$ cat src/nwe_pkg.sv
// nwe_pkg: shared widths, codes, state and command types for the net wirelength estimator
// no dependencies; imported by nwe_dp, nwe_ctrl and the top level
`timescale 1ns / 1ps
`default_nettype none

package nwe_pkg;

    // fixed field widths
    localparam int PIN_W   = 31;
    localparam int LEN_W   = 42;
    localparam int TOT_W   = 63;
    localparam int MODE_W  = 2;

    // configuration port
    localparam int PADDR_W   = 3;
    localparam int PDATA_W   = 32;
    localparam int REG_IDX_W = PADDR_W - 2;
    localparam logic [REG_IDX_W-1:0] REG_ESTIMATE_MODE = REG_IDX_W'(0);

    // parameter defaults
    localparam int DEF_MAX_PINS   = 1024;
    localparam int DEF_COORD_BITS = 31;

    localparam logic [LEN_W-1:0] LEN_MAX = '1;
    localparam logic [TOT_W-1:0] TOT_MAX = '1;

    // estimate modes
    localparam logic [MODE_W-1:0] MODE_HPWL   = 2'd0;
    localparam logic [MODE_W-1:0] MODE_HTRUNK = 2'd1;
    localparam logic [MODE_W-1:0] MODE_VTRUNK = 2'd2;

    typedef enum logic [2:0] {
        S_LOAD,
        S_EVAL,
        S_DIV,
        S_WALK,
        S_FIN,
        S_TOT
    } t_state;

    typedef struct packed {
        logic pin_load;
        logic div_start;
        logic walk_start;
        logic walk_step;
        logic fin;
        logic fin_use_dev;
        logic tot;
    } t_dp_cmd;

    typedef struct packed {
        logic div_done;
        logic walk_done;
        logic over;
    } t_dp_sts;

endpackage

`default_nettype wire

$ cat src/nwe_ctrl.sv
// nwe_ctrl: sequencer for pin loading, mean division, deviation walk and result output
// depends on nwe_pkg
`timescale 1ns / 1ps
`default_nettype none

module nwe_ctrl (
    input  wire logic                       i_clk,
    input  wire logic                       i_rst_n,
    input  wire logic                       i_in_valid,
    input  wire logic                       i_last_pin,
    input  wire logic                       i_out_stall,
    input  wire logic [nwe_pkg::MODE_W-1:0] i_mode,
    input  wire nwe_pkg::t_dp_sts           i_sts,
    output logic                            o_in_stall,
    output logic                            o_out_valid,
    output nwe_pkg::t_dp_cmd                o_cmd
);

    import nwe_pkg::*;

    t_state  r_state;
    t_state  n_state;
    logic    r_use_dev;
    logic    n_use_dev;
    logic    r_out_vld;
    logic    in_stall;
    logic    accept;
    t_dp_cmd cmd;

    always_ff @(posedge i_clk) begin
        if (!i_rst_n) begin
            r_state   <= S_LOAD;
            r_use_dev <= 1'b0;
            r_out_vld <= 1'b0;
        end else begin
            r_state   <= n_state;
            r_use_dev <= n_use_dev;
            if (r_state == S_TOT) begin
                r_out_vld <= 1'b1;
            end else if (r_out_vld && !i_out_stall) begin
                r_out_vld <= 1'b0;
            end
        end
    end

    always_comb begin
        n_state   = r_state;
        n_use_dev = r_use_dev;
        cmd       = '0;
        in_stall  = 1'b1;
        accept    = 1'b0;
        case (r_state)
            S_LOAD: begin
                // a closing word waits while the previous result is still held
                in_stall     = i_last_pin && r_out_vld && i_out_stall;
                accept       = i_in_valid && !in_stall;
                cmd.pin_load = accept;
                if (accept && i_last_pin) begin
                    n_state = S_EVAL;
                end
            end
            S_EVAL: begin
                if (!i_sts.over && (i_mode inside {MODE_HTRUNK, MODE_VTRUNK})) begin
                    cmd.div_start = 1'b1;
                    n_use_dev     = 1'b1;
                    n_state       = S_DIV;
                end else begin
                    n_use_dev = 1'b0;
                    n_state   = S_FIN;
                end
            end
            S_DIV: begin
                if (i_sts.div_done) begin
                    cmd.walk_start = 1'b1;
                    n_state        = S_WALK;
                end
            end
            S_WALK: begin
                cmd.walk_step = 1'b1;
                if (i_sts.walk_done) begin
                    n_state = S_FIN;
                end
            end
            S_FIN: begin
                cmd.fin         = 1'b1;
                cmd.fin_use_dev = r_use_dev;
                n_state         = S_TOT;
            end
            S_TOT: begin
                cmd.tot = 1'b1;
                n_state = S_LOAD;
            end
            default: begin
                n_state = S_LOAD;
            end
        endcase
    end

    assign o_in_stall  = in_stall;
    assign o_out_valid = r_out_vld;
    assign o_cmd       = cmd;

`ifndef ASSERT_OFF
    a_last_to_eval: assert property (@(posedge i_clk) disable iff (!i_rst_n)
        (i_in_valid && !o_in_stall && i_last_pin) |=> (r_state == S_EVAL))
        else $error("closing word did not start evaluation");

    a_out_from_tot: assert property (@(posedge i_clk) disable iff (!i_rst_n)
        $rose(r_out_vld) |-> ($past(r_state) == S_TOT))
        else $error("result raised outside the total step");

    a_busy_stalls: assert property (@(posedge i_clk) disable iff (!i_rst_n)
        (r_state != S_LOAD) |-> o_in_stall)
        else $error("input taken while a net is in progress");
`endif

endmodule

`default_nettype wire

$ cat config.mk
export PLATFORM = sky130hd
export DESIGN_NAME = nwe_ctrl
export DESIGN_NICKNAME = d
export VERILOG_FILES = /design/src/nwe_pkg.sv /design/src/nwe_ctrl.sv
export SDC_FILE = /design/constraint.sdc
export NUM_CORES = 1
export LEC_CHECK = 0
export ABC_AREA = 1
export BUFFER_PORTS_ARGS = -buffer_cell sky130_fd_sc_hd__buf_2
export CORE_AREA = 10 10 47 49
export DETAILED_ROUTE_END_ITERATION = 16
export DIE_AREA = 0 0 57 59
export GPL_TIMING_DRIVEN = 0
export SETUP_SLACK_MARGIN = 0.3
export SYNTH_ARGS = -nofsm -noshare
export SYNTH_HDL_FRONTEND = slang
export SYNTH_SLANG_ARGS = --single-unit
$ cat constraint.sdc
create_clock -name i_clk -period 1.3 [get_ports i_clk]
set_input_delay 0.065 -clock i_clk [delete_from_list [all_inputs] [get_ports i_clk]]
set_output_delay 0.065 -clock i_clk [all_outputs]
set_load 0.05 [all_outputs]
* Yosys cells after proc, flatten, opt, wreduce, memory -nomap -nowiden
Cells that the tools add are included.
** Cells by class
- Eq/ne operators :: 10
- Multiplexer cells :: 16
- Reductions and logical operators :: 13
** Operator list (count)
- $pmux W3 S5 :: 1
- $mux W3 :: 4
- $mux W1 :: 10
- $eq A3 B2 Y1 const B :: 2
- $eq A3 B3 Y1 const B :: 2
- $logic_and A1 B1 Y1 :: 6
- $ne A2 B2 Y1 const B :: 3
- $reduce_bool A2 Y1 :: 2
- $eq A3 B1 Y1 const B :: 1
- $logic_not A1 Y1 :: 3
- $logic_not A3 Y1 :: 1
- $reduce_and A3 Y1 :: 1
- $eq A2 B1 Y1 const B :: 1
- $eq A2 B2 Y1 const B :: 1
- $mux W2 :: 1
** Word-level totals
- Output and inout bits :: 9
- Flip-flop bits (word level) :: 5
- Logic and storage cells :: 42
- Input bits :: 10

* Logic depth before layout (Yosys ltp)
Gate-level depths: netlist of run 1.
- Depth after elaboration :: 7
- Mapped depth :: 7
- Gate-level depth less buffers :: 7

* Worst setup path before layout of run 1
OpenSTA, ideal clock, no wires.
- Kind :: register -> output
- From :: reg r_state[0]
- To :: out o_cmd[1] in the netlist's numbering
- Data required time :: 1.235 ns
- Stages on the path, launching flop included :: 4
- Path slack :: -0.482 ns
- Arrival :: 1.717 ns
- Buffers on the path :: 0
- Cell sequence :: dfxtp_1 -> inv_1 -> nand2_1 -> nor3b_1
** RTL lines
- from (decl) :: RTL line nwe_ctrl.sv:21 : t_state r_state;
- from (signal assigned) :: RTL line nwe_ctrl.sv:36 : r_state <= n_state;
- to (decl) :: RTL line nwe_ctrl.sv:16 : output nwe_pkg::t_dp_cmd o_cmd

==> qor.csv, run 1 <==
metric,value,unit
initial_core_util,0.278,
num_antenna_cells,0,
grt_pass1_wl,2.39,mm
drt_iter0_drc,3,
fmax,0.822,GHz
critical-path-top-delay-family,flip-flops,
vdd_drop_max,1.25,mV
crit_buf_inv,2,
dp.cells,103,
cp-end-kind,output port,
nFillCells,134,
cts.htree.levels,1,
cts_tree,yes,
slew_violations,0,
syn_nets,79,
final_common_cell,nand2_1,
post-route-drc-count,0,
worstPathCellList,nor3_4 > nand2_2 > clkinvlp_4 > buf_8,
maxCapViolations,0,
hpwl,947,um
final_cells,116,
synthCells,69,
cp_data_arrival_time,1.15,ns
power_density,2480,nW/um^2
numPortBuffers,18,
worstHoldStart,i_rst_n,
areaGrowthSynthToFinish,108,%
mostFrequentLayoutCells,"nand2_1, buf_2, nor2_1",
power_leakage,0.438,nW
rsz0062_at_grt,yes,
die_x,57,um
pin_count,19,
final_nets,111,
final_hold_viol_count,0,
critPathRequiredTime,1.24,ns
drtAntennaViolNets,0,
grt_max_degree,8,
die_h,59,um
r2r_start,r_state[1],
cp_max_fo,7,
yosys_warnings,0,
cts.sinks,5,
r2r_end,r_state[1],
slowest_stage,dfxtp_4,
ys_seq_area_frac,0.257,
layout_min_cycle_time,1.22,ns
overflow,0,
drt-total-wl,1.31,mm
grtUsageTotal,0.0864,
hold_end,r_state[1],
routedWlPerCell,11.3,um
grt_pass1_vias,585,
drive_above_1_share,0.620,
rrSetupSlack,0.19,ns
cpPeakStageDelay,0.38,ns
fin_setup_tns,0,ns
fin_skew,0.00362,ns
clockBufferDepth,2,
hp-class,in2reg,
design.core.area,1400,sq um
worstMarginPinSlew,0.250,ns
start_kind,flip-flop,
r2r_cells,8,
yosysUniqueCellTypes,15,
hold_depth,3,
gp_congestion,0.793,
min_period_over_period,0.936,
clockRootBuffer,clkbuf_4,
first_pass_iters,2,
rows,14,
setup_viol,0,
status,finished clean,
cts_buffers,3,
avgSynthCellArea,5.64,sq um
clk-insertion-delay-late,0.26,ns
synth.cell_area,389,sq um
antenna_found_initial,0,
clk_pin_slew,0.05,ns
dieArea,3360,sq um
viasPerCell,4.66,
num_vias,540,
timing.slew.headroom,0.834,
path_depth,4,
critPathKind,reg2out,
ys_ff_latch,5,
worst min-delay path: cells and delay by family:
kind          cells  cell delay [ns]
simple gates      2             0.10
buf+inv           1             0.11
final cells by class:
| cell class | count | area, sq um | share of cell area |
|---|---|---|---|
| Multi-Input combinational cell | 50 | 335 | 0.415 |
| Timing Repair Buffer | 27 | 238 | 0.294 |
| Sequential cell | 5 | 115 | 0.142 |
| Tap cell | 16 | 20.0 | 0.0248 |
| Clock buffer | 4 | 26.3 | 0.0325 |
| Inverter | 14 | 73.8 | 0.0913 |
where the power goes:
| group | internal, W | leakage (nW) | switching (W) | total [W] |
|---|---|---|---|---|
| Sequential | 0.000229 | 0.0437 | 0.000122 | 0.000352 |
| Combinational | 0.000627 | 0.379 | 0.000827 | 0.00145 |
| Clock | 0.000117 | 0.0150 | 0.0000806 | 0.000198 |
| Total | 0.000973 | 0.438 | 0.00103 | 0.00200 |
worst max path at each step:
stage                     slack (ns)  startpoint    endpoint
after floorplan                 0.21  r_state[1]  r_state[0]
after global placement          0.06  r_state[0]    o_cmd[5]
after detailed placement        0.07  r_state[0]    o_cmd[5]
after CTS                       0.08  r_state[1]    o_cmd[5]
after global routing            0.02  r_state[1]    o_cmd[5]
final                           0.08  r_state[1]    o_cmd[5]
through the flow:
stage	cell area [sq um]	setup WS, ns	hold WS, ns	total power (W)	util
after CTS	779	0.0842	0.0517	0.00190	0.556
after detailed placement	562	0.0655	0.319	0.00123	0.401
after global routing	808	0.0181	0.0776	0.00214	0.577
after global placement	562	0.0635	0.317	0.00123	0.401
after floorplan	452	0.207	0.181	0.00105	-
final	808	0.0829	0.0607	0.00200	0.577
synthesized netlist by cell type:
| master | n | area share |
|---|---|---|
| a21oi_1 | 3 | 0.039 |
| nand2_1 | 18 | 0.17 |
| nor2_2 | 1 | 0.016 |
| nor3b_1 | 1 | 0.019 |
| o31ai_1 | 1 | 0.019 |
| nor3_1 | 1 | 0.013 |
| o21ai_1 | 1 | 0.013 |
| inv_2 | 2 | 0.019 |
| nand3_2 | 3 | 0.077 |
| inv_1 | 12 | 0.12 |
| nand4_1 | 2 | 0.032 |
| nand2_2 | 2 | 0.032 |
| nor2_1 | 14 | 0.14 |
| dfxtp_1 | 5 | 0.26 |
| nand3_1 | 3 | 0.039 |
flip-flops by register name, indices dropped and copies added, names as in the netlist:
| name | count |
|---|---|
| r_use_dev | 1 |
| r_state | 3 |
| o_out_valid | 1 |
cells by family (layout without fill, tap and decap cells):
group	after synthesis	in the layout	synth area share
AO/OA/AOI/OAI	5	5	0.0707
buffers and inverters	14	45	0.135
flip-flops	5	5	0.257
AND/OR/NAND/NOR	45	45	0.537
timing repair:
action                                  in CTS  in global routing
cloned                                       0                  0
setup buffers                                8                  1
pin swaps                                   10                  3
resized for setup                           40                  6
hold buffers                                 0                  0
endpoints found under the setup margin      12                 12
routing by layer:
metal | share of wire | global-route usage | wire length (um)
met2 | 0.50 | 0.143 | 652
met5 | 0 | 0 | 0
met4 | 0.019 | 0.0503 | 25
met1 | 0.41 | 0.0890 | 533
met3 | 0.076 | 0.0386 | 100
No activity file was read; power rests on OpenSTA's default activity.
==> run 2: changes to the inputs <==
RECOVER_POWER = 50   (was not set)
==> qor.csv, run 2 (synthesis gave the netlist of run 1 again) <==
metric,value,unit,change
hold_end,r_state[1],,unchanged
hpwl,947,um,unchanged
pwr-share-seq,0.178,,was 0.176
p_int,0.000937,W,was 0.000973 W
worstHoldStart,i_rst_n,,unchanged
crit_buf_inv,2,,unchanged
drt_iter0_drc,3,,unchanged
die_x,57,um,unchanged
areaGrowthSynthToFinish,104,%,was 108%
fin_skew,0.00363,ns,was 0.00362 ns
clockRootBuffer,clkbuf_4,,unchanged
num_vias,541,,was 540
rrSetupSlack,0.14,ns,was 0.19 ns
pin_count,19,,unchanged
numPortBuffers,18,,unchanged
drtAntennaViolNets,0,,unchanged
cts_buffers,3,,unchanged
r2r_start,r_state[1],,unchanged
critPathKind,reg2out,,unchanged
drive_above_1_share,0.600,,was 0.620
pwr-share-comb,0.721,,was 0.726
hold_depth,3,,unchanged
final_cells,116,,unchanged
power_leakage,0.426,nW,was 0.438 nW
clock_power_share,0.101,,was 0.099
viasPerCell,4.66,,about the same
largest_reg_flops,3,,unchanged
critPathRequiredTime,1.24,ns,about the same
cp-end-kind,output port,,unchanged
vdd_drop_max,1.27,mV,was 1.25 mV
status,finished clean,,unchanged
die_h,59,um,unchanged
min_period_over_period,0.933,,was 0.936
hold_buffers,0,,unchanged
gp_congestion,0.793,,unchanged
top_register,r_state,,unchanged
timing.slew.headroom,0.605,,was 0.834
rsz0062_at_grt,yes,,unchanged
grt_pass1_wl,2.39,mm,unchanged
nFillCells,136,,was 134
grt_max_degree,8,,unchanged
r2r_end,r_state[1],,unchanged
mostFrequentLayoutCells,"nand2_1, nor2_1, buf_2",,"was nand2_1, buf_2, nor2_1"
grt_pass1_vias,585,,unchanged
num_antenna_cells,0,,unchanged
setup_viol,0,,unchanged
multi_input_area,335,sq um,unchanged
cp_data_arrival_time,1.15,ns,about the same
swShare,0.522,,was 0.514
overflow,0,,unchanged
cp_max_fo,7,,unchanged
dp.cells,103,,unchanged
grtUsageTotal,0.0864,,unchanged
design.core.area,1400,sq um,unchanged
worstMarginPinSlew,0.595,ns,was 0.250 ns
first_pass_iters,2,,unchanged
clk-insertion-delay-late,0.26,ns,about the same
routedWlPerCell,11.3,um,about the same
cts.htree.levels,1,,unchanged
cpPeakStageDelay,0.38,ns,about the same
clk_pin_slew,0.05,ns,about the same
initial_core_util,0.278,,unchanged
regArea,115,sq um,unchanged
p_sw,0.00102,W,was 0.00103 W
fmax,0.824,GHz,was 0.822 GHz
layout_min_cycle_time,1.21,ns,was 1.22 ns
final_hold_viol_count,0,,unchanged
post-route-drc-count,0,,unchanged
cts.sinks,5,,unchanged
fin_setup_tns,0,ns,unchanged
power_density,2470,nW/um^2,was 2480 nW/um^2
rows,14,,unchanged
final_nets,111,,unchanged
maxCapViolations,0,,unchanged
hp-class,in2reg,,unchanged
drt-total-wl,1.31,mm,about the same
dieArea,3360,sq um,unchanged
worstPathCellList,nor3_4 > nand2_2 > clkinvlp_4 > buf_8,,unchanged
slowest_stage,dfxtp_4,,unchanged
r2r_cells,8,,unchanged
clockBufferDepth,2,,unchanged
critical-path-top-delay-family,flip-flops,,unchanged
final_common_cell,nand2_1,,unchanged
cts_tree,yes,,unchanged
antenna_found_initial,0,,unchanged
start_kind,flip-flop,,unchanged
slew_violations,0,,unchanged
run 2: changes by cell type in the layout (fill, tap and decap cells not counted), sizes merged:
cell    previous run  this run
buf               27        24
clkbuf             4         7
run 2: final cells by class:
cell class | count | share of cell area
multi-input cells | 50 | 0.423
repair buffers | 27 | 0.280
flip-flops and latches | 5 | 0.145
inverters | 14 | 0.0932
clock buffers | 4 | 0.0332
well taps | 16 | 0.0253
run 2: metal layers:
metal / GRT usage / up-vias / part of all wire
met4: 0.0503 / 0 / 0.019
met1: 0.0890 / 245 / 0.41
li1: - / 276 / -
met3: 0.0386 / 4 / 0.077
met5: 0 / - / 0
met2: 0.143 / 16 / 0.50
run 2: metrics by stage:
step,utilization,instance area [sq um],setup WS (ns),hold WS (ns),power [W]
after floorplan,-,452,0.207,0.181,0.00105
after global placement,0.401,562,0.0635,0.317,0.00123
after detailed placement,0.401,562,0.0655,0.319,0.00123
after CTS,0.556,779,0.0842,0.0517,0.00190
after global routing,0.565,792,0.0223,0.0776,0.00209
final,0.565,792,0.0865,0.0608,0.00196
run 2: worst max-delay path by stage:
stage | start | endpoint | depth (start not counted)
finish | r_state[1] | o_cmd[5] | 4
global route | r_state[1] | o_cmd[5] | 4
CTS | r_state[1] | o_cmd[5] | 4
detailed placement | r_state[0] | o_cmd[5] | 5
global placement | r_state[0] | o_cmd[5] | 5
floorplan | r_state[1] | r_state[0] | 6
run 2: repair_timing:
action,in CTS,in global routing
buffers inserted,8,1
pin swaps,10,3
setup endpoints to repair,12,12
resized for setup,40,6
run 2: tightest hold or removal path, stage by stage:
cell and delay [ns]:
buf_2 0.11, nand2_1 0.06, nor2_1 0.04
run 2: power groups by stage:
stage / clock (W) / combinational [W] / sequential (W)
detailed placement: 0 / 0.000914 / 0.000314
CTS: 0.000202 / 0.00136 / 0.000342
finish: 0.000198 / 0.00141 / 0.000349
floorplan: 0 / 0.000746 / 0.000309
global route: 0.000211 / 0.00152 / 0.000358
global placement: 0 / 0.000910 / 0.000315
==> run 3: changes to the inputs <==
BUFFER_PORTS_ARGS = not set   (was -buffer_cell sky130_fd_sc_hd__buf_2)
CTS_BUF_LIST = sky130_fd_sc_hd__clkbuf_8 sky130_fd_sc_hd__clkbuf_16   (was not set)
CTS_CLUSTER_SIZE = 25   (was not set)
DONT_BUFFER_PORTS = 1   (was not set)
==> qor.csv, run 3 (synthesis gave the netlist of run 1 again) <==
metric,value,unit,change
status,"finished, violations left",,was finished clean
violations,"negative hold slack, negative setup slack",,
worstPathCellList,inv_4 > nand2_4 > nor3b_4,,was nor3_4 > nand2_2 > clkinvlp_4 > buf_8
final_hold_viol_count,1,,was 0
min_period_over_period,1.01,,was 0.933
final_cells,104,,was 116
timing.slew.headroom,0.619,,was 0.605
drt-total-wl,1.40,mm,was 1.31 mm
top_register,r_state,,unchanged
cts.sinks,5,,unchanged
power_leakage,0.372,nW,was 0.426 nW
gp_congestion,0.840,,was 0.793
final_util,0.523,,was 0.565
slowest_stage,nor3b_4,,was dfxtp_4
drtAntennaViolNets,0,,unchanged
dp_slack,0.110,ns,was 0.0655 ns
areaGrowthSynthToFinish,88.4,%,was 104%
final_nets,99,,was 111
fin_setup_tns,-0.0143,ns,was 0 ns
start_kind,flip-flop,,unchanged
routedWlPerCell,13.5,um,was 11.3 um
post-route-drc-count,0,,unchanged
cts.htree.levels,1,,unchanged
die_x,57,um,unchanged
overflow,0,,unchanged
numPortBuffers,0,,was 18
clockRootBuffer,clkbuf_8,,was clkbuf_4
mostFrequentLayoutCells,"buf_4, nor2_1, nand2_1",,"was nand2_1, nor2_1, buf_2"
fin_ws,-0.0143,ns,was 0.0865 ns
met2_length,708,um,was 650 um
largest_reg_flops,3,,unchanged
wl_met3,120,um,was 100 um
drt_iter0_drc,7,,was 3
hpwl,869,um,was 947 um
die_h,59,um,unchanged
fin_skew,0.00111,ns,was 0.00363 ns
slew_violations,0,,unchanged
drive_above_1_share,0.545,,was 0.600
pin_count,19,,unchanged
cts_tree,yes,,unchanged
critPathKind,reg2out,,unchanged
maxCapViolations,0,,unchanged
num_antenna_cells,0,,unchanged
critPathRequiredTime,1.24,ns,about the same
vdd_drop_max,1.43,mV,was 1.27 mV
cp_data_arrival_time,1.25,ns,was 1.15 ns
top_layer,met4,,unchanged
layout_min_cycle_time,1.31,ns,was 1.21 ns
fmax,0.761,GHz,was 0.824 GHz
worstMarginPinSlew,0.571,ns,was 0.595 ns
viasPerCell,4.76,,was 4.66
antenna_found_initial,0,,unchanged
cp-end-kind,output port,,unchanged
power_density,2730,nW/um^2,was 2470 nW/um^2
cp_max_fo,6,,was 7
final_common_cell,buf_4,,was nand2_1
clockBufferDepth,2,,unchanged
setup_viol,1,,was 0
initial_core_util,0.278,,unchanged
num_vias,495,,was 541
grtUsageTotal,0.0813,,was 0.0864
clk_pin_slew,0.04,ns,was 0.05 ns
design.core.area,1400,sq um,unchanged
clk-insertion-delay-late,0.23,ns,was 0.26 ns
rsz0062_at_grt,yes,,unchanged
grt_max_degree,7,,was 8
grt_pass1_wl,2.18,mm,was 2.39 mm
first_pass_iters,4,,was 2
dp.cells,85,,was 103
cts_buffers,3,,unchanged
rows,14,,unchanged
grt_pass1_vias,490,,was 585
dieArea,3360,sq um,unchanged
cpPeakStageDelay,0.50,ns,was 0.38 ns
hp-class,in2reg,,unchanged
m1WireLength,547,um,was 530 um
whs,-0.00630,ns,was 0.0608 ns
[run 3: changes by cell type in the layout (fill, tap and decap cells not counted), moves of 2 or more]
cell,before,now
buf_2,9,0
buf_4,5,12
buf_6,7,2
clkbuf_4,4,0
buf_8,3,0
clkbuf_1,3,0
clkbuf_8,0,3
inv_4,1,4
nor2_2,3,0
inv_2,3,1
inv_8,2,0
nand2_2,5,3
nor2_1,9,11
[run 3: cell type report]
type                            instances  area [sq um]
Fill cell                             137           668
Multi-Input combinational cell         50           355
Timing Repair Buffer                   15           123
Sequential cell                         5           115
Inverter                               14          75.1
Clock buffer                            3          41.3
Tap cell                               16          20.0
Clock inverter                          1          3.75
[run 3: critical path: cells and delay by family, from the launching register on]
family                 cells  cell delay, ns
buffers and inverters      1            0.09
AND/OR/NAND/NOR            2            0.55
flip-flops                 1            0.38
[run 3: metal layers]
metal  vias to the layer above  track usage
met5                         -            0
met4                         0       0.0503
met3                         2       0.0429
met2                        16        0.129
met1                       227       0.0833
li1                        250            -
[run 3: worst paths after layout]
path               startpoint          end  slack, ns  cells after the start
hold reg to reg     r_use_dev    r_use_dev       0.51                      2
hold / removal    i_out_stall  o_out_valid     -0.006                      2
setup / recovery   r_state[1]     o_cmd[1]      -0.01                      3
setup reg to reg   r_state[0]   r_state[1]       0.05                      7
[run 3: power breakdown]
part	switching (W)	internal, W
sequential	0.000119	0.000230
clock	0.0000973	0.000204
combinational	0.000830	0.000523
[run 3: what timing repair did]
item / 4_1_cts / 5_1_grt
endpoints found under the hold margin: 3 / 0
buffers inserted: 10 / 4
resized for setup: 14 / 12
pin swaps: 7 / 8
hold buffers: 1 / 0
setup endpoints to repair: 12 / 12
[run 3: through the flow]
step                area [sq um]  power, W
floorplan                    452   0.00105
global placement             472   0.00115
detailed placement           472   0.00115
CTS                          657   0.00179
global route                 733   0.00212
finish                       733   0.00200
